File: src/rtl/core/twsr_pkg.sv
// twsr_pkg: shared types and constants for the two-wire sensor reader
// transfer payload structs, config register indexes and the start pattern
// no dependencies
package twsr_pkg;

    localparam int unsigned CfgIndexWidth = 2;
    localparam int unsigned CfgDataWidth  = 24;

    localparam logic [CfgIndexWidth-1:0] CFG_TICKS_PER_PHASE  = 2'd0;
    localparam logic [CfgIndexWidth-1:0] CFG_READY_POLL_LIMIT = 2'd1;
    localparam logic [CfgIndexWidth-1:0] CFG_SETTLE_TICKS     = 2'd2;

    localparam logic [15:0] TICKS_PER_PHASE_RESET  = 16'd1000;
    localparam logic [15:0] READY_POLL_LIMIT_RESET = 16'd65535;
    localparam logic [23:0] SETTLE_TICKS_RESET     = 24'd500000;

    localparam logic [1:0] OP_IDLE    = 2'd0;
    localparam logic [1:0] OP_MEASURE = 2'd1;
    localparam logic [1:0] OP_RESET   = 2'd2;

    localparam logic [1:0] MODE_TEMPERATURE = 2'd0;
    localparam logic [1:0] MODE_HUMIDITY    = 2'd1;

    localparam logic [7:0] CMD_TEMPERATURE = 8'd3;
    localparam logic [7:0] CMD_HUMIDITY    = 8'd5;
    localparam logic [7:0] CMD_NONE        = 8'd0;

    localparam logic [3:0] RESET_PULSES = 4'd9;

    // start pattern, index is the step number
    localparam logic [7:0] START_CLK = 8'b0011_0110;
    localparam logic [7:0] START_DAT = 8'b0110_0011;

    typedef struct packed {
        logic [1:0] opcode;
        logic [1:0] meas_mode;
        logic       data_sample;
    } twsr_in_t;

    typedef struct packed {
        logic        clock_level;
        logic        data_drive_enable;
        logic        data_level;
        logic        busy_res;
        logic        done_res;
        logic [15:0] reading;
        logic [7:0]  checksum_byte;
        logic [1:0]  error_count;
    } twsr_out_t;

endpackage

File: src/rtl/core/two_wire_sensor_reader.sv
// two_wire_sensor_reader: master side of a bit-banged two-wire sensor link
// one tick per input transfer, one result transfer per tick
// depends on twsr_pkg
//
// Each input transfer is one timing tick and yields exactly one result transfer
// carrying the pin levels driven during that tick and the status after it. The
// sequencer state advances in the same cycle the tick is taken, so a tick can be
// accepted on every clock cycle while in_ready is high; each result is registered.
// A two-entry output buffer (output register plus skid register) lets a tick
// be taken while a finished result is still waiting; in_ready only drops when
// both entries are full. Configuration writes take effect on the next tick.
module two_wire_sensor_reader
    import twsr_pkg::*;
(
    input  logic                     clk,
    input  logic                     rst_n,
    input  logic                     cfg_write,
    input  logic [CfgIndexWidth-1:0] cfg_index,
    input  logic [CfgDataWidth-1:0]  cfg_data,
    input  logic                     in_valid,
    output logic                     in_ready,
    input  twsr_in_t                 in_data,
    output logic                     out_valid,
    input  logic                     out_ready,
    output twsr_out_t                out_data
);

    typedef enum logic [4:0] {
        ST_IDLE     = 5'd0,
        ST_START    = 5'd1,
        ST_WR_HI    = 5'd2,
        ST_WR_LO    = 5'd3,
        ST_WR_ACK   = 5'd4,
        ST_POLL     = 5'd5,
        ST_SETTLE   = 5'd6,
        ST_RD_HI    = 5'd7,
        ST_RD_LO    = 5'd8,
        ST_RDACK_HI = 5'd9,
        ST_RDACK_LO = 5'd10,
        ST_RST_PRE  = 5'd11,
        ST_RST_HI   = 5'd12,
        ST_RST_LO   = 5'd13
    } phase_t;

    logic [15:0] ticks_per_phase_reg;
    logic [15:0] ready_poll_limit_reg;
    logic [23:0] settle_ticks_reg;

    phase_t      phase_reg, phase_next;
    logic [23:0] timer_reg, timer_next;
    logic [3:0]  bit_cnt_reg, bit_cnt_next;
    logic [1:0]  byte_cnt_reg, byte_cnt_next;
    logic [7:0]  shift_reg, shift_next;
    logic [7:0]  command_reg, command_next;
    logic [15:0] value_reg, value_next;
    logic [7:0]  check_reg, check_next;
    logic [1:0]  error_reg, error_next;

    twsr_out_t   out_reg, skid_reg, result;
    logic        out_valid_reg, skid_valid_reg;

    logic        accept_in;
    logic [15:0] phase_len;
    logic [15:0] poll_limit;
    logic [24:0] timer_inc;
    logic        phase_last;
    logic        clk_lvl, drv, dat, busy, done;
    logic [2:0]  bit_idx;

    assign in_ready  = !skid_valid_reg;
    assign accept_in = in_valid && in_ready;
    assign out_valid = out_valid_reg;
    assign out_data  = out_reg;

    assign phase_len  = (ticks_per_phase_reg == 16'd0) ? 16'd1 : ticks_per_phase_reg;
    assign poll_limit = (ready_poll_limit_reg == 16'd0) ? 16'd1 : ready_poll_limit_reg;
    assign timer_inc  = {1'b0, timer_reg} + 25'd1;
    assign phase_last = timer_inc >= {9'd0, phase_len};
    assign bit_idx    = bit_cnt_reg[2:0];

    always_comb
    begin
        phase_next   = phase_reg;
        timer_next   = timer_reg;
        bit_cnt_next = bit_cnt_reg;
        byte_cnt_next = byte_cnt_reg;
        shift_next   = shift_reg;
        command_next = command_reg;
        value_next   = value_reg;
        check_next   = check_reg;
        error_next   = error_reg;
        clk_lvl      = 1'b0;
        drv          = 1'b0;
        dat          = 1'b0;
        busy         = 1'b1;
        done         = 1'b0;

        case (phase_reg)
            ST_IDLE:
            begin
                busy = 1'b0;
                if (in_data.opcode == OP_MEASURE)
                begin
                    error_next = 2'd0;
                    if (in_data.meas_mode == MODE_TEMPERATURE)
                        command_next = CMD_TEMPERATURE;
                    else if (in_data.meas_mode == MODE_HUMIDITY)
                        command_next = CMD_HUMIDITY;
                    else
                        command_next = CMD_NONE;
                    shift_next    = 8'd0;
                    byte_cnt_next = 2'd0;
                    bit_cnt_next  = 4'd0;
                    timer_next    = 24'd0;
                    phase_next    = ST_START;
                end
                else if (in_data.opcode == OP_RESET)
                begin
                    bit_cnt_next = 4'd0;
                    timer_next   = 24'd0;
                    phase_next   = ST_RST_PRE;
                end
            end
            ST_START:
            begin
                clk_lvl = START_CLK[bit_idx];
                dat     = START_DAT[bit_idx];
                drv     = 1'b1;
                timer_next = phase_last ? 24'd0 : timer_inc[23:0];
                if (phase_last)
                begin
                    if (bit_idx == 3'd7)
                    begin
                        bit_cnt_next = 4'd0;
                        phase_next   = (command_reg != CMD_NONE) ? ST_WR_HI : ST_POLL;
                    end
                    else
                        bit_cnt_next = bit_cnt_reg + 4'd1;
                end
            end
            ST_WR_HI, ST_WR_LO:
            begin
                clk_lvl = (phase_reg == ST_WR_HI);
                drv     = 1'b1;
                dat     = command_reg[3'd7 - bit_idx];
                timer_next = phase_last ? 24'd0 : timer_inc[23:0];
                if (phase_last)
                begin
                    if (phase_reg == ST_WR_HI)
                        phase_next = ST_WR_LO;
                    else if (bit_idx == 3'd7)
                    begin
                        bit_cnt_next = 4'd0;
                        phase_next   = ST_WR_ACK;
                    end
                    else
                    begin
                        bit_cnt_next = bit_cnt_reg + 4'd1;
                        phase_next   = ST_WR_HI;
                    end
                end
            end
            ST_WR_ACK:
            begin
                clk_lvl = 1'b1;
                timer_next = phase_last ? 24'd0 : timer_inc[23:0];
                if (phase_last)
                begin
                    error_next = error_reg + {1'b0, in_data.data_sample};
                    phase_next = ST_POLL;
                end
            end
            ST_POLL:
            begin
                if (!in_data.data_sample || (timer_inc[23:0] >= {8'd0, poll_limit}))
                begin
                    if (in_data.data_sample)
                        error_next = error_reg + 2'd1;
                    timer_next    = 24'd0;
                    bit_cnt_next  = 4'd0;
                    byte_cnt_next = 2'd0;
                    shift_next    = 8'd0;
                    phase_next    = (settle_ticks_reg != 24'd0) ? ST_SETTLE : ST_RD_HI;
                end
                else
                    timer_next = timer_inc[23:0];
            end
            ST_SETTLE:
            begin
                if (timer_inc[23:0] >= settle_ticks_reg)
                begin
                    timer_next = 24'd0;
                    phase_next = ST_RD_HI;
                end
                else
                    timer_next = timer_inc[23:0];
            end
            ST_RD_HI:
            begin
                clk_lvl = 1'b1;
                timer_next = phase_last ? 24'd0 : timer_inc[23:0];
                if (phase_last)
                begin
                    shift_next = {shift_reg[6:0], in_data.data_sample};
                    phase_next = ST_RD_LO;
                end
            end
            ST_RD_LO:
            begin
                timer_next = phase_last ? 24'd0 : timer_inc[23:0];
                if (phase_last)
                begin
                    if (bit_idx == 3'd7)
                    begin
                        bit_cnt_next = 4'd0;
                        if (byte_cnt_reg == 2'd0)
                            value_next = {shift_reg, 8'd0};
                        else if (byte_cnt_reg == 2'd1)
                            value_next = {value_reg[15:8], shift_reg};
                        else
                            check_next = shift_reg;
                        phase_next = ST_RDACK_HI;
                    end
                    else
                    begin
                        bit_cnt_next = bit_cnt_reg + 4'd1;
                        phase_next   = ST_RD_HI;
                    end
                end
            end
            ST_RDACK_HI:
            begin
                clk_lvl = 1'b1;
                drv     = 1'b1;
                dat     = (byte_cnt_reg >= 2'd2);
                timer_next = phase_last ? 24'd0 : timer_inc[23:0];
                if (phase_last)
                    phase_next = ST_RDACK_LO;
            end
            ST_RDACK_LO:
            begin
                drv = 1'b1;
                dat = 1'b1;
                timer_next = phase_last ? 24'd0 : timer_inc[23:0];
                if (phase_last)
                begin
                    if (byte_cnt_reg >= 2'd2)
                    begin
                        byte_cnt_next = 2'd0;
                        phase_next    = ST_IDLE;
                        done          = 1'b1;
                    end
                    else
                    begin
                        byte_cnt_next = byte_cnt_reg + 2'd1;
                        shift_next    = 8'd0;
                        phase_next    = ST_RD_HI;
                    end
                end
            end
            ST_RST_PRE, ST_RST_HI, ST_RST_LO:
            begin
                clk_lvl = (phase_reg == ST_RST_HI);
                drv     = 1'b1;
                dat     = 1'b1;
                timer_next = phase_last ? 24'd0 : timer_inc[23:0];
                if (phase_last)
                begin
                    if (phase_reg == ST_RST_PRE)
                    begin
                        bit_cnt_next = 4'd0;
                        phase_next   = ST_RST_HI;
                    end
                    else if (phase_reg == ST_RST_HI)
                        phase_next = ST_RST_LO;
                    else if ({1'b0, bit_cnt_reg} + 5'd1 >= {1'b0, RESET_PULSES})
                    begin
                        bit_cnt_next = 4'd0;
                        phase_next   = ST_IDLE;
                    end
                    else
                    begin
                        bit_cnt_next = bit_cnt_reg + 4'd1;
                        phase_next   = ST_RST_HI;
                    end
                end
            end
            default:
            begin
                busy       = 1'b0;
                phase_next = ST_IDLE;
            end
        endcase

        result.clock_level       = clk_lvl;
        result.data_drive_enable = drv;
        result.data_level        = dat;
        result.busy_res          = busy;
        result.done_res          = done;
        result.reading           = value_next;
        result.checksum_byte     = check_next;
        result.error_count       = error_next;
    end

    // config registers
    always_ff @(posedge clk or negedge rst_n)
    begin
        if (!rst_n)
        begin
            ticks_per_phase_reg  <= TICKS_PER_PHASE_RESET;
            ready_poll_limit_reg <= READY_POLL_LIMIT_RESET;
            settle_ticks_reg     <= SETTLE_TICKS_RESET;
        end
        else if (cfg_write)
        begin
            case (cfg_index)
                CFG_TICKS_PER_PHASE:  ticks_per_phase_reg  <= cfg_data[15:0];
                CFG_READY_POLL_LIMIT: ready_poll_limit_reg <= cfg_data[15:0];
                CFG_SETTLE_TICKS:     settle_ticks_reg     <= cfg_data;
                default:              ;
            endcase
        end
    end

    // sequencer state, advances once per accepted tick
    always_ff @(posedge clk or negedge rst_n)
    begin
        if (!rst_n)
        begin
            phase_reg    <= ST_IDLE;
            timer_reg    <= 24'd0;
            bit_cnt_reg  <= 4'd0;
            byte_cnt_reg <= 2'd0;
            shift_reg    <= 8'd0;
            command_reg  <= 8'd0;
            value_reg    <= 16'd0;
            check_reg    <= 8'd0;
            error_reg    <= 2'd0;
        end
        else if (accept_in)
        begin
            phase_reg    <= phase_next;
            timer_reg    <= timer_next;
            bit_cnt_reg  <= bit_cnt_next;
            byte_cnt_reg <= byte_cnt_next;
            shift_reg    <= shift_next;
            command_reg  <= command_next;
            value_reg    <= value_next;
            check_reg    <= check_next;
            error_reg    <= error_next;
        end
    end

    // output register plus skid entry
    always_ff @(posedge clk or negedge rst_n)
    begin
        if (!rst_n)
        begin
            out_valid_reg  <= 1'b0;
            skid_valid_reg <= 1'b0;
        end
        else if (out_valid_reg && !out_ready)
        begin
            if (accept_in)
                skid_valid_reg <= 1'b1;
        end
        else if (skid_valid_reg)
        begin
            out_valid_reg  <= 1'b1;
            skid_valid_reg <= 1'b0;
        end
        else
            out_valid_reg <= accept_in;
    end

    always_ff @(posedge clk)
    begin
        if (out_valid_reg && !out_ready)
        begin
            if (accept_in)
                skid_reg <= result;
        end
        else if (skid_valid_reg)
            out_reg <= skid_reg;
        else if (accept_in)
            out_reg <= result;
    end

endmodule
File: config.mk
export PLATFORM = sky130hd
export DESIGN_NAME = two_wire_sensor_reader
export DESIGN_NICKNAME = d
export VERILOG_FILES = /design/src/rtl/core/twsr_pkg.sv /design/src/rtl/core/two_wire_sensor_reader.sv
export SDC_FILE = /design/constraint.sdc
export NUM_CORES = 1
export LEC_CHECK = 0
export ABC_AREA = 1
export BUFFER_PORTS_ARGS = -buffer_cell sky130_fd_sc_hd__buf_2
export CAP_MARGIN = 20
export CORE_MARGIN = 3
export CORE_UTILIZATION = 30
export DETAILED_ROUTE_END_ITERATION = 8
export GPL_TIMING_DRIVEN = 0
export PLACE_DENSITY = 0.52
export SYNTH_ARGS = -nofsm -noshare
export SYNTH_HDL_FRONTEND = slang
export SYNTH_SLANG_ARGS = --single-unit
export TNS_END_PERCENT = 50
File: constraint.sdc
create_clock -name clk -period 8.56 [get_ports clk]
set_input_delay 0.428 -clock clk [delete_from_list [all_inputs] [get_ports clk]]
set_output_delay 0.428 -clock clk [all_outputs]
set_load 0.05 [all_outputs]
# [Yosys cells after proc, flatten, opt, wreduce, memory -nomap -nowiden]
# Memory sizes are Yosys's and may differ from the RTL's.
# Cells that the tools add are included.
[word_totals] reg_bits=197 latch_bits=0 ram_bits=0 romBits=16 in_bits=36 output_inout_bits=33 wordCells=210 memories=2
[op_classes] n_addsub=7 mul=0 div=0 n_lt_le_gt_ge=7 n_eq_ne=38 shifts=0 n_mux=87 bitwise_logic=1 reduce_logical=38
[mem_list] name="(no name shown)" words=8 word_bits=1 read_ports=1 rd_clocked_by_memory_dff=0 write_ports=0 line="two_wire_sensor_reader.sv:127" text="dat = START_DAT[bit_idx];"
[mem_list] name="(no name shown)" words=8 word_bits=1 read_ports=1 rd_clocked_by_memory_dff=0 write_ports=0 line="two_wire_sensor_reader.sv:126" text="clk_lvl = START_CLK[bit_idx];"
[op_table] operator="24-bit 2-to-1 mux" n=5
[op_table] operator="16-bit 2-to-1 mux" n=6
[op_table] operator="24-bit case mux with 4 select lines" n=1
[op_table] operator="8-bit 2-to-1 mux" n=11
[op_table] operator="5-bit 2-to-1 mux" n=13
[op_table] operator="31-bit 2-to-1 mux" n=2
[op_table] operator="4-bit 2-to-1 mux" n=15
[op_table] operator="5-bit case mux with 11 select lines" n=1
[op_table] operator="16-bit logical NOT" n=2
[op_table] operator="8-bit case mux with 4 select lines" n=1
[op_table] operator="5-bit by 4-bit equality test with 1-bit output, second input constant" n=6
[op_table] operator="2-bit inequality test, second input constant" n=15
[op_table] operator="24-bit by 1-bit adder with 25-bit output, second input constant" n=1
[op_table] operator="25-bit by 16-bit greater-or-equal comparator with 1-bit output" n=1
[op_table] operator="24-bit by 16-bit greater-or-equal comparator with 1-bit output" n=1
[op_table] operator="24-bit greater-or-equal comparator" n=1
[op_table] operator="24-bit nonzero test" n=1
[op_table] operator="5-bit by 3-bit equality test with 1-bit output, second input constant" n=4
[op_table] operator="4-bit case mux with 5 select lines" n=1
[op_table] operator="3-bit 2-to-1 mux" n=6
[op_table] operator="2-bit 2-to-1 mux" n=8
[op_table] operator="13-bit AND reduction" n=1
[op_table] operator="13-bit OR reduction" n=1
[op_table] operator="1-bit 2-to-1 mux" n=12
[op_table] operator="other kinds (39)" n=62

# [Logic depth before layout (Yosys ltp)]
# Gate-level depths: netlist of run 1.
[depth] word_depth=8 mapped_depth=26 mapped_depth_nobuf=25

# [Worst setup path after synthesis of run 1]
# Ideal clock, no wire load.
[synth_timing] kind="reg2reg" startpoint="register timer_reg[0]" endpoint="register out_reg (netlist bit out_data[7]), data pin" setup_ns=0.266 t_arrival_ns=3.046 required_ns=8.294 setup_slack_ns=5.248 stages_incl_launch_ff=23 n_path_buf=1 synth_period_minus_slack_ns=3.312 cell_sequence="dfrtp_1 ha_1 nand2_1 nor2_4 nand2_1 inv_2 nand2_1 nor2_1 xor2_1 inv_1 ha_1 a21o_1 nand4_1 nand2_1 nor2_1 nand2_1 nor2_4 nand2_4 nand2_4 buf_6 nand2_1 o21ai_1 o21ai_1"
[synth_via] elab_chain_cells=6
[synth_rtl] item="start: declaration" line="two_wire_sensor_reader.sv:50" text="logic [23:0] timer_reg, timer_next;"
[synth_rtl] item="start signal: assignment" line="two_wire_sensor_reader.sv:343" text="timer_reg <= timer_next;"
[synth_rtl] item="24-bit by 1-bit adder with 25-bit output" line="two_wire_sensor_reader.sv:77" text="assign timer_inc = {1'b0, timer_reg} + 25'd1;"
[synth_rtl] item="25-bit by 16-bit greater-or-equal comparator with 1-bit output" line="two_wire_sensor_reader.sv:78" text="assign phase_last = timer_inc >= {9'd0, phase_len};"
[synth_rtl] item="8-bit 2-to-1 mux" line="two_wire_sensor_reader.sv:211" text="if (phase_last)"
[synth_rtl] item="8-bit 2-to-1 mux" line="two_wire_sensor_reader.sv:98" text="case (phase_reg)"
[synth_rtl] item="31-bit 2-to-1 mux" line="two_wire_sensor_reader.sv:385" text="else if (accept_in)"
[synth_rtl] item="31-bit 2-to-1 mux" line="two_wire_sensor_reader.sv:383" text="else if (skid_valid_reg)"
[synth_rtl] item="end signal: assignment" line="two_wire_sensor_reader.sv:384" text="out_reg <= skid_reg;"
[synth_rtl] item="end signal: assignment" line="two_wire_sensor_reader.sv:386" text="out_reg <= result;"
[synth_rtl] item="end: declaration" line="two_wire_sensor_reader.sv:59" text="twsr_out_t out_reg, skid_reg, result;"
# Every way passes these cells. The select of a mux whose other input is x is not followed.
# A chain may end at the register's enable or synchronous reset.

# [Worst setup path in the final report of run 1]
[layout_timing] startpoint="register timer_reg[0]" endpoint="register out_reg (netlist bit out_data[16]), data pin"
[layout_via] elab_chain_cells=6
[layout_rtl] item="24-bit by 1-bit adder with 25-bit output" line="two_wire_sensor_reader.sv:77"
[layout_rtl] item="25-bit by 16-bit greater-or-equal comparator with 1-bit output" line="two_wire_sensor_reader.sv:78"
[layout_rtl] item="16-bit 2-to-1 mux" line="two_wire_sensor_reader.sv:211"
[layout_rtl] item="16-bit 2-to-1 mux" line="two_wire_sensor_reader.sv:98"
[layout_rtl] item="31-bit 2-to-1 mux" line="two_wire_sensor_reader.sv:385"
[layout_rtl] item="31-bit 2-to-1 mux" line="two_wire_sensor_reader.sv:383"
# Every way passes these cells. The select of a mux whose other input is x is not followed.

==> impl_metrics.tcl, run 1 <==
set metrics [dict create \
    root_buffer "clkbuf_16" \
    rsz0062_at_grt "false" \
    status "finished clean" \
    crit_path_cell_trace "ha_1 -> nand2_1 -> nor2_4 -> nand2_1 -> inv_2 -> nand2_1 -> nor2_1 -> xor2_1 -> inv_1 -> ha_1 -> nand2_1 -> nor4_1 -> nand4_1 -> nand2_1 -> nor2_4 -> nand2_4 -> nand3b_2 -> buf_4 -> o21ai_1 -> o21ai_0" \
    syn_area_per_cell_um2 7.768 \
    core_area_um2 36700 \
    final_area_um2 12760 \
    tns_ns 0 \
    ant_nets 0 \
    slew_viol_final 0 \
    synth_top_family_by_area "simple AND/OR/NAND/NOR gates" \
    synth_edf_count 62 \
    gr-usage-all-layers_pct 14.96 \
    cts_tree "done" \
    dieArea_um2 39590 \
    grt_first_pass_wirelength_um 46920 \
    dpl.cell_count 1975 \
    clock-sinks 191 \
    gp_congestion 0.9110 \
    synth_top_area_cell "dfrtp_1" \
    cts_made_buffers 17 \
    critPathMaxStageDelay_ns 0.60 \
    slew_headroom_pct 39.67 \
    dpl_worst_slack_ns 4.253 \
    ctsResizeCount 0 \
    ys.flop_type "dfrtp_1" \
    wirelength_um 28580 \
    critPathCaptureType "register" \
    portBuffers 68 \
    fmax_mhz 233.4 \
    synthSimpleGateAreaFrac_pct 26.95 \
    path_class "register to register" \
    synth.top_cell.area_share_pct 22.40 \
    overflow 0 \
    dp_hpwl_um 21850 \
    initial_core_util_pct 30.44 \
    yosysWarnings 0 \
    antenna_found_initial 0 \
    die_h_um 199.0 \
    synthXorXnorAreaFrac_pct 1.019 \
    synth_area_leaders "dfrtp_1, edfxtp_1, nand2_1" \
    fin_worst_skew_ns 0.01432 \
    syn_area_um2 11170 \
    hold_depth 2 \
    grt_max_degree 81 \
    ioPinCount 69 \
    p_seq_share_pct 41.4 \
    rows 70 \
    firstDrtPassIters 5 \
    ys_seq_elements 191 \
    routedWlPerCell_um 14.23 \
    drv_cap 0 \
    crit-reg2reg-capture "out_data[16]$_DFFE_PP_" \
    power_mw 2.796 \
    htreeDepth 4 \
    cp_slowest_cell "dfrtp_1" \
    die_x_um 199.0 \
    powerDensity_nw_per_um2 219.1 \
    place_area_um2 12150 \
    switching_share_pct 37.83 \
    synth-compound-area-share_pct 10.23 \
    synthAdderAreaFrac_pct 6.608 \
    p_comb_share_pct 29.2 \
    hold-worst-slack_ns 0.1808 \
    crit_path_frequent_cell "nand2_1" \
    p_clk_share_pct 29.3 \
    max-vdd-ir-drop_uv 145.9 \
    synthArstFlopShare_pct 67.54 \
    ys_seq_area_share_pct 45.89 \
    cts.path.max_buffers 2 \
    critPathLaunchType "register" \
    drt_iter0_markers 530 \
    synthMuxAreaShare_pct 0 \
    drc_errors 0 \
    hold_start "in_data[1]" \
    drive_gt1_share_pct 12.66 \
    worstSkewPairLatency_ns 0.46 \
    period_share_pct 50.05 \
    postCtsSetupBuffers 0 \
    yosysUniqueCellTypes 47 \
    crit_required_ns 8.76 \
    r2r_setup_slack_ns 4.28 \
    reg2reg_depth 20 \
    antenna_cells 0 \
    finalNonFillerCells 2008 \
    power.static_leakage_nw 6.298 \
    clk_pin_slew_ns 0.08 \
    syn2layout_area_growth_pct 14.21 \
    worst_pin_slew_ns 0.9028 \
    hold_end "command_reg[1]$_DFFE_PN0P_" \
    synth_nets 1533 \
    grt_pass1_vias 8825 \
    finalWorstSetupSlack_ns 4.276 \
    arrival_ns 4.48 \
    final_core_util_pct 34.77 \
    synthCells 1438 \
    period_minus_slack_ns 4.284 \
    vias 9231 \
    fin_nets 1622 \
    power.switching_mw 1.058 \
    hold_violations 0 \
    setup_viol 0 \
    critPathMaxFanout 10 \
    vias_per_cell 4.597 \
    hold_path.class "input port to register" \
    p_int_mw 1.738 \
    rr_startpoint "timer_reg[0]$_DFFE_PN0P_" \
]
==> synthesized netlist by cell type, types with 2 or more instances <==
cell and count:
o21a_1 2, xnor2_1 4, nor4_1 12, nor2_2 7
o211ai_1 2, nor3_1 11, o2111ai_1 4, buf_2 3
o21ai_1 27, dfrtp_1 100, nand4_1 30, clkbuf_1 30
ha_1 59, inv_2 4, nand2_4 3, inv_1 222
xor2_1 9, o22ai_1 2, o21ai_2 12, buf_4 2
o21ai_0 108, o41ai_1 2, buf_6 4, nand3b_1 8
nand2_2 16, o21bai_1 2, nand3_1 41, nor2_4 4
nand2_1 465, a21oi_1 32, a31oi_1 4, edfxtp_1 62
dfstp_2 29, nand3_2 4, a21o_1 2, nor2_1 99
==> worst max-delay path by stage <==
stage,startpoint,to,slack [ns],cells after the start
after global routing,timer_reg[0]$_DFFE_PN0P_,out_data[15]$_DFFE_PP_,3.93,20
after global placement,timer_reg[0]$_DFFE_PN0P_,out_data[16]$_DFFE_PP_,4.23,20
after CTS,timer_reg[0]$_DFFE_PN0P_,out_data[16]$_DFFE_PP_,4.21,20
final,timer_reg[0]$_DFFE_PN0P_,out_data[16]$_DFFE_PP_,4.28,20
after floorplan,timer_reg[0]$_DFFE_PN0P_,out_data[7]$_DFFE_PP_,5.25,22
after detailed placement,timer_reg[0]$_DFFE_PN0P_,out_data[16]$_DFFE_PP_,4.25,20
==> placed cells by master (no fill, tap or decap), types with 5 or more instances in the layout <==
cell	synthesis	layout
nand2_1	465	465
inv_1	222	222
o21ai_0	108	108
dfrtp_1	100	100
nor2_1	99	97
buf_2	3	70
edfxtp_1	62	62
ha_1	59	59
nand3_1	41	41
a21oi_1	32	32
nand4_1	30	30
clkbuf_1	30	30
dfstp_2	29	29
o21ai_1	27	27
clkbuf_16	0	17
nand2_2	16	16
nor4_1	12	12
o21ai_2	12	12
nor3_1	11	11
xor2_1	9	9
nand3b_1	8	8
nor2_2	7	7
nor2_4	4	6
buf_6	4	5
==> cells by family (layout without fill, tap and decap cells) <==
group	Yosys count	count (layout)
AND/OR/NAND/NOR	704	704
flip-flops	191	191
buffers and inverters	266	368
AO/OA/AOI/OAI	205	205
adder cells (fa/ha/maj)	59	59
XOR/XNOR	13	13
==> per-layer routing <==
metal  wire length (um)  track usage, %  part of all wire (%)
met5                  0               0                     0
met4                390           3.332                   1.4
met3                867           2.829                   3.0
met2              13120           24.65                    46
met1              14200           20.51                    50
==> worst max-delay path, delay by kind of cell, from the launching register on <==
kind / cells / cell delay [ns]
AO/OA/AOI/OAI: 2 / 0.35
flip-flops: 1 / 0.60
buffers and inverters: 3 / 0.46
adder cells (fa/ha/maj): 2 / 0.67
XOR/XNOR: 1 / 0.23
AND/OR/NAND/NOR: 12 / 1.72
==> timing repair <==
| action | CTS | global route |
|---|---|---|
| endpoints found under the setup margin | 0 | 0 |
| hold buffers | 1 | 0 |
| endpoints found under the hold margin | 22 | 0 |
==> power groups by stage <==
stage | combinational, mW | sequential (mW) | clock, mW
2_1_floorplan | 0.537 | 1.21 | 0
3_3_place_gp | 0.807 | 1.17 | 0
3_5_place_dp | 0.819 | 1.17 | 0
4_1_cts | 0.823 | 1.16 | 0.843
5_1_grt | 0.932 | 1.17 | 0.876
6_report | 0.817 | 1.16 | 0.820
==> final cells by class <==
type | instances | area (um^2)
flip-flops and latches | 191 | 5126
multi-input cells | 981 | 5020
well taps | 468 | 585.6
inverters | 227 | 852.1
clock inverters | 15 | 177.7
repair buffers | 70 | 384.1
plain buffers | 39 | 187.7
fillers | 3880 | 23940
clock buffers | 17 | 425.4
No activity file was read; power rests on OpenSTA's default activity.
==> inputs of run 2 (changes only) <==
- PLACE_DENSITY: 0.52 -> 0.54
- clock period: 8.56 -> 3.6 ns (I/O delays scaled with it)
==> run 2 against run 1 <==
Clock power up 140%. Worst hold slack got worse by 0.16 ns. Largest cell class is now multi-input combinational cells. Cell area rose by 6.4%. Via count increased by 2.7%. First-iteration DRC count increased by 6.4%. Cell count increased by 2.5%. Flip-flop and latch count is the same. Maximum frequency up 24%. Highest routed layer unchanged. Power grew 140%. Clock skew rose by 0.0033 ns.
==> impl_metrics.tcl, run 2 (synthesis results as in run 1) <==
set metrics [dict create \
    status "finished clean" \
    hold_start "in_data[2]" \
    slew_headroom_pct 43.24 \
    n_fill_cell 3793 \
    p_int_mw 4.293 \
    p_clk_share_pct 28.9 \
    gr-usage-all-layers_pct 14.90 \
    firstDrtPassIters 5 \
    final_cell_mix "nand2_1, inv_1, o21ai_0" \
    gp_congestion 0.8826 \
    vias 9479 \
    syn2layout_area_growth_pct 21.51 \
    switching_share_pct 37.31 \
    drv_cap 0 \
    arrival_ns 3.63 \
    vias_per_cell 4.604 \
    powerDensity_nw_per_um2 504.6 \
    die_x_um 199.0 \
    power.switching_mw 2.555 \
    crit_family "simple AND/OR/NAND/NOR gates" \
    crit_start "timer_reg[0]$_DFFE_PN0P_" \
    setup_viol 0 \
    htreeDepth 4 \
    p_seq_share_pct 40.1 \
    clk_pin_slew_ns 0.08 \
    power.static_leakage_nw 6.588 \
    antenna_cells 0 \
    critPathCaptureType "register" \
    path_class "register to register" \
    critPathLaunchType "register" \
    cts_made_buffers 17 \
    wirelength_um 28850 \
    routedWlPerCell_um 14.01 \
    crit_required_ns 3.79 \
    grt_pass1_vias 9213 \
    critPathMaxStageDelay_ns 0.41 \
    critPathMaxFanout 7 \
    ant_nets 0 \
    fmax_mhz 290.5 \
    antenna_found_initial 0 \
    rows 70 \
    drc_errors 0 \
    die_h_um 199.0 \
    crit_path_cell_trace "ha_4 -> nand2_2 -> nor2_4 -> nand2_2 -> inv_2 -> nand2_4 -> nor2_4 -> xor2_2 -> inv_2 -> ha_4 -> nand2_2 -> nor4_4 -> nand4_1 -> nand2_1 -> nor2_4 -> nand2_8 -> nand3b_4 -> buf_8 -> o21ai_4 -> o21ai_0" \
    cp_slowest_cell "dfrtp_2" \
    grt_first_pass_wirelength_um 47090 \
    fin_nets 1673 \
    drive_gt1_share_pct 16.78 \
    finalNonFillerCells 2059 \
    period_minus_slack_ns 3.443 \
    dieArea_um2 39590 \
    initial_core_util_pct 30.44 \
    fin_worst_skew_ns 0.01762 \
    max-vdd-ir-drop_uv 393.2 \
    clock-sinks 191 \
    dp_hpwl_um 21740 \
    power_mw 6.848 \
    final_common_cell "nand2_1" \
    core_area_um2 36700 \
    portBuffers 68 \
    grt_max_degree 87 \
    dpl.cell_count 1976 \
    drt_iter0_markers 564 \
    worst_pin_slew_ns 0.8493 \
    root_buffer "clkbuf_16" \
    cts_tree "done" \
    hold_violations 0 \
    cts.path.max_buffers 2 \
    ioPinCount 69 \
    hold_path.class "input port to register" \
    cp.buffers_inverters 3 \
    overflow 0 \
    worstSkewPairLatency_ns 0.45 \
    rr_startpoint "timer_reg[0]$_DFFE_PN0P_" \
    period_share_pct 95.63 \
    p_comb_share_pct 31.0 \
    slew_viol_final 0 \
]
-- run 2: changes by cell type in the layout (fill, tap and decap cells not counted), sizes merged --
| cell | previous run | this run |
|---|---|---|
| buf | 78 | 104 |
| bufinv | 1 | 2 |
| clkinv | 8 | 6 |
| dlygate4sd3 | 1 | 24 |
| clkbuf | 47 | 50 |
-- run 2: layout make-up --
type / count / area (um^2) / area share [%]
Multi-Input combinational cell: 981 / 5315 / 39.16
Sequential cell: 191 / 5130 / 37.80
Timing Repair Buffer: 121 / 874.6 / 6.444
Inverter: 227 / 854.6 / 6.296
Tap cell: 468 / 585.6 / 4.314
Clock buffer: 18 / 429.2 / 3.162
Buffer: 39 / 202.7 / 1.493
Clock inverter: 14 / 181.4 / 1.337
-- run 2: final timing paths --
check,cells after the start,slack [ns],to
worst max-delay path,20,0.16,out_data[16]$_DFFE_PP_
worst min-delay path,4,0.02,command_reg[1]$_DFFE_PN0P_
worst max register to register,20,0.16,out_data[16]$_DFFE_PP_
worst min register to register,2,0.49,check_reg[1]$_DFFE_PN0P_
max in group asynchronous,3,2.59,timer_reg[4]$_DFFE_PN0P_
min in group asynchronous,2,0.22,ticks_per_phase_reg[15]$_DFFE_PN0P_
-- run 2: repair_timing --
action                                  4_1_cts  5_1_grt
pin swaps                                     5       21
cloned                                        0        2
endpoints found under the setup margin      114      113
hold buffers                                 24        0
endpoints found under the hold margin        78        0
buffers inserted                              7       18
resized for setup                            25       51
-- run 2: per-stage QoR --
step                area, um^2  TNS [ns]  utilization [%]  setup slack, ns  hold WS (ns)
floorplan                11170         0                -           0.2883       -0.1156
global placement         12100    -53.19            32.96          -0.6666        0.3840
detailed placement       12160    -51.31            33.12          -0.6686        0.1323
CTS                      13150         0            35.82         0.008170      0.003056
global route             13570  -0.04485            36.99         -0.03420       0.03527
finish                   13570         0            36.99           0.1574       0.02396
-- run 2: tightest hold or removal path: cells and delay by family --
family	cells	cell delay (ns)
buffers and inverters	2	0.12
and+or+nand+nor	1	0.07
AOI/OAI and AO/OA	1	0.06
-- run 2: power by group through the flow --
stage | Sequential (mW) | Clock [mW] | Combinational, mW
final | 2.75 | 1.98 | 2.12
after global placement | 2.79 | 0 | 1.91
after CTS | 2.74 | 2.04 | 2.03
after floorplan | 2.88 | 0 | 1.28
after detailed placement | 2.79 | 0 | 1.94
after global routing | 2.78 | 2.11 | 2.39
-- run 2: metal layers --
| layer | vias to the layer above | track usage [%] | share of wire [%] |
|---|---|---|---|
| met4 | 0 | 5.049 | 2.2 |
| met3 | 34 | 2.371 | 2.7 |
| li1 | 4888 | - | - |
| met1 | 4400 | 20.18 | 49 |
| met5 | - | 0 | 0 |
| met2 | 157 | 24.37 | 46 |
==> inputs of run 3 (changes only) <==
- CELL_PAD_IN_SITES_DETAIL_PLACEMENT: default -> 2
- CELL_PAD_IN_SITES_GLOBAL_PLACEMENT: default -> 2
- CTS_BUF_LIST: default -> sky130_fd_sc_hd__clkbuf_16
- PLACE_DENSITY: 0.54 -> 0.78
- TNS_END_PERCENT: 50 -> 30
==> run 3 against run 2 <==
Die area stayed put. Sequential power hardly changed. Power is 1.7% higher. Core utilization is 0.50 points higher. Sequential share of layout area is 0.45 points lower. Worst hold slack worse by 0.0081 ns. Critical path type unchanged.
==> impl_metrics.tcl, run 3 (synthesis results as in run 1) <==
set metrics [dict create \
    status "finished clean" \
    gp_congestion 0.8306 \
    final_cell_mix "nand2_1, inv_1, o21ai_0" \
    critPathMaxStageDelay_ns 0.41 \
    portBuffers 68 \
    worstSkewPairLatency_ns 0.46 \
    wirelength_um 37920 \
    crit_start "timer_reg[0]$_DFFE_PN0P_" \
    drt_iter0_markers 489 \
    slew_headroom_pct 43.76 \
    vias_per_cell 4.955 \
    crit_required_ns 3.79 \
    die_x_um 199.0 \
    crit_family "simple AND/OR/NAND/NOR gates" \
    grt_pass1_vias 11190 \
    clock-sinks 191 \
    power.static_leakage_nw 6.713 \
    hold_violations 0 \
    die_h_um 199.0 \
    drc_errors 0 \
    syn2layout_area_growth_pct 23.16 \
    antenna_cells 0 \
    grt_max_degree 75 \
    gr-usage-all-layers_pct 19.40 \
    dpl.cell_count 1977 \
    powerDensity_nw_per_um2 506.1 \
    vias 10266 \
    rr_startpoint "timer_reg[0]$_DFFE_PN0P_" \
    rows 70 \
    ant_nets 0 \
    cts_made_buffers 17 \
    drv_cap 0 \
    cp.buffers_inverters 3 \
    cp_slowest_cell "dfrtp_2" \
    hold_path.class "input port to register" \
    dieArea_um2 39590 \
    cts.path.max_buffers 2 \
    place_area_um2 12180 \
    dp_hpwl_um 28090 \
    max-vdd-ir-drop_uv 347.1 \
    htreeDepth 4 \
    fmax_mhz 286.6 \
    final_core_util_pct 37.49 \
    arrival_ns 3.68 \
    drive_gt1_share_pct 19.26 \
    finalNonFillerCells 2072 \
    final_common_cell "nand2_1" \
    firstDrtPassIters 7 \
    crit_path_cell_trace "ha_4 -> nand2_2 -> nor2_4 -> nand2_4 -> inv_4 -> nand2_4 -> nor2_4 -> xor2_2 -> inv_2 -> ha_4 -> nand2_2 -> nor4_2 -> nand4_1 -> nand2_2 -> nor2_4 -> nand2_8 -> nand3b_4 -> bufbuf_16 -> o21ai_4 -> o21ai_1" \
    worst_pin_slew_ns 0.8405 \
    final_area_um2 13760 \
    clk_pin_slew_ns 0.08 \
    core_area_um2 36700 \
    ioPinCount 69 \
    root_buffer "clkbuf_16" \
    critPathCaptureType "register" \
    fin_nets 1686 \
    period_share_pct 96.93 \
    antenna_found_initial 0 \
    initial_core_util_pct 30.44 \
    cts_tree "done" \
    slew_viol_final 0 \
    routedWlPerCell_um 18.30 \
    critPathMaxFanout 5 \
    period_minus_slack_ns 3.489 \
    setup_viol 0 \
    path_class "register to register" \
    overflow 0 \
    grt_first_pass_wirelength_um 60510 \
    fin_worst_skew_ns 0.01947 \
    finalWorstSetupSlack_ns 0.1106 \
    n_fill_cell 4162 \
    hold-worst-slack_ns 0.01584 \
    hold_start "cfg_data[4]" \
    dpl_worst_slack_ns -0.8708 \
    critPathLaunchType "register" \
    rsz0062_at_grt "true" \
]
==> run 3: cell types whose count changed in the layout (fill, tap and decap cells not counted), moves of 3 or more <==
cell           previous run  this run
buf_4                    24        41
o21ai_1                  26        30
inv_2                    10        13
nor2_4                   13        16
dfrtp_2                   3         9
nand2_2                  21        28
nand2_1                 457       448
dfrtp_1                  97        91
o21ai_0                 105       101
dlygate4sd3_1            24        19
==> run 3: per-stage QoR <==
stage,power (mW),setup TNS (ns)
global route,7.426,-1.018
detailed placement,4.910,-75.99
finish,6.963,0
global placement,4.768,-68.30
floorplan,4.154,0
CTS,6.949,0
==> run 3: area by class of cell <==
cell class              count  area (um^2)  share of cell area (%)
flip-flops and latches    191         5137                   37.34
well taps                 468        585.6                   4.256
clock inverters            15        150.1                   1.091
inverters                 227        854.6                   6.211
clock buffers              17        425.4                   3.092
plain buffers              39        210.2                   1.528
repair buffers            134        978.4                   7.112
multi-input cells         981         5416                   39.37
==> run 3: what timing repair did <==
item / 4_1_cts / 5_1_grt
pin swaps: 15 / 28
gates cloned: 1 / 0
endpoints found under the setup margin: 122 / 115
hold buffers: 19 / 0
hold endpoints to repair: 79 / 0
buffers inserted: 25 / 18
gates resized for setup: 66 / 46
==> run 3: path summary, 6_finish.rpt <==
check / to / slack [ns] / depth (start not counted)
worst max-delay path: out_data[15]$_DFFE_PP_ / 0.11 / 20
worst min-delay path: ready_poll_limit_reg[4]$_DFFE_PN1P_ / 0.02 / 3
worst max register to register: out_data[15]$_DFFE_PP_ / 0.11 / 20
worst min register to register: settle_ticks_reg[13]$_DFFE_PN1P_ / 0.50 / 2
max in group asynchronous: ticks_per_phase_reg[9]$_DFFE_PN1P_ / 2.48 / 3
min in group asynchronous: value_reg[9]$_DFFE_PN0P_ / 0.27 / 2
==> run 3: tightest hold or removal path: stages <==
cell and delay, ns:
buf_2 0.10, inv_1 0.09, o21ai_0 0.10
==> run 3: metal layers <==
layer	vias to the layer above	track usage, %	routed length [um]	share of wire (%)
met1	5195	24.92	17430	46
met2	125	34.45	19200	51
li1	4913	-	-	-
met3	33	2.456	731	1.9
met4	0	5.284	561	1.5
met5	-	0	0	0
==> run 3: where the power goes <==
part | total, mW | internal, mW | switching (mW)
Clock | 1.89 | 0.918 | 0.973
Sequential | 2.78 | 2.56 | 0.217
Combinational | 2.30 | 0.713 | 1.58
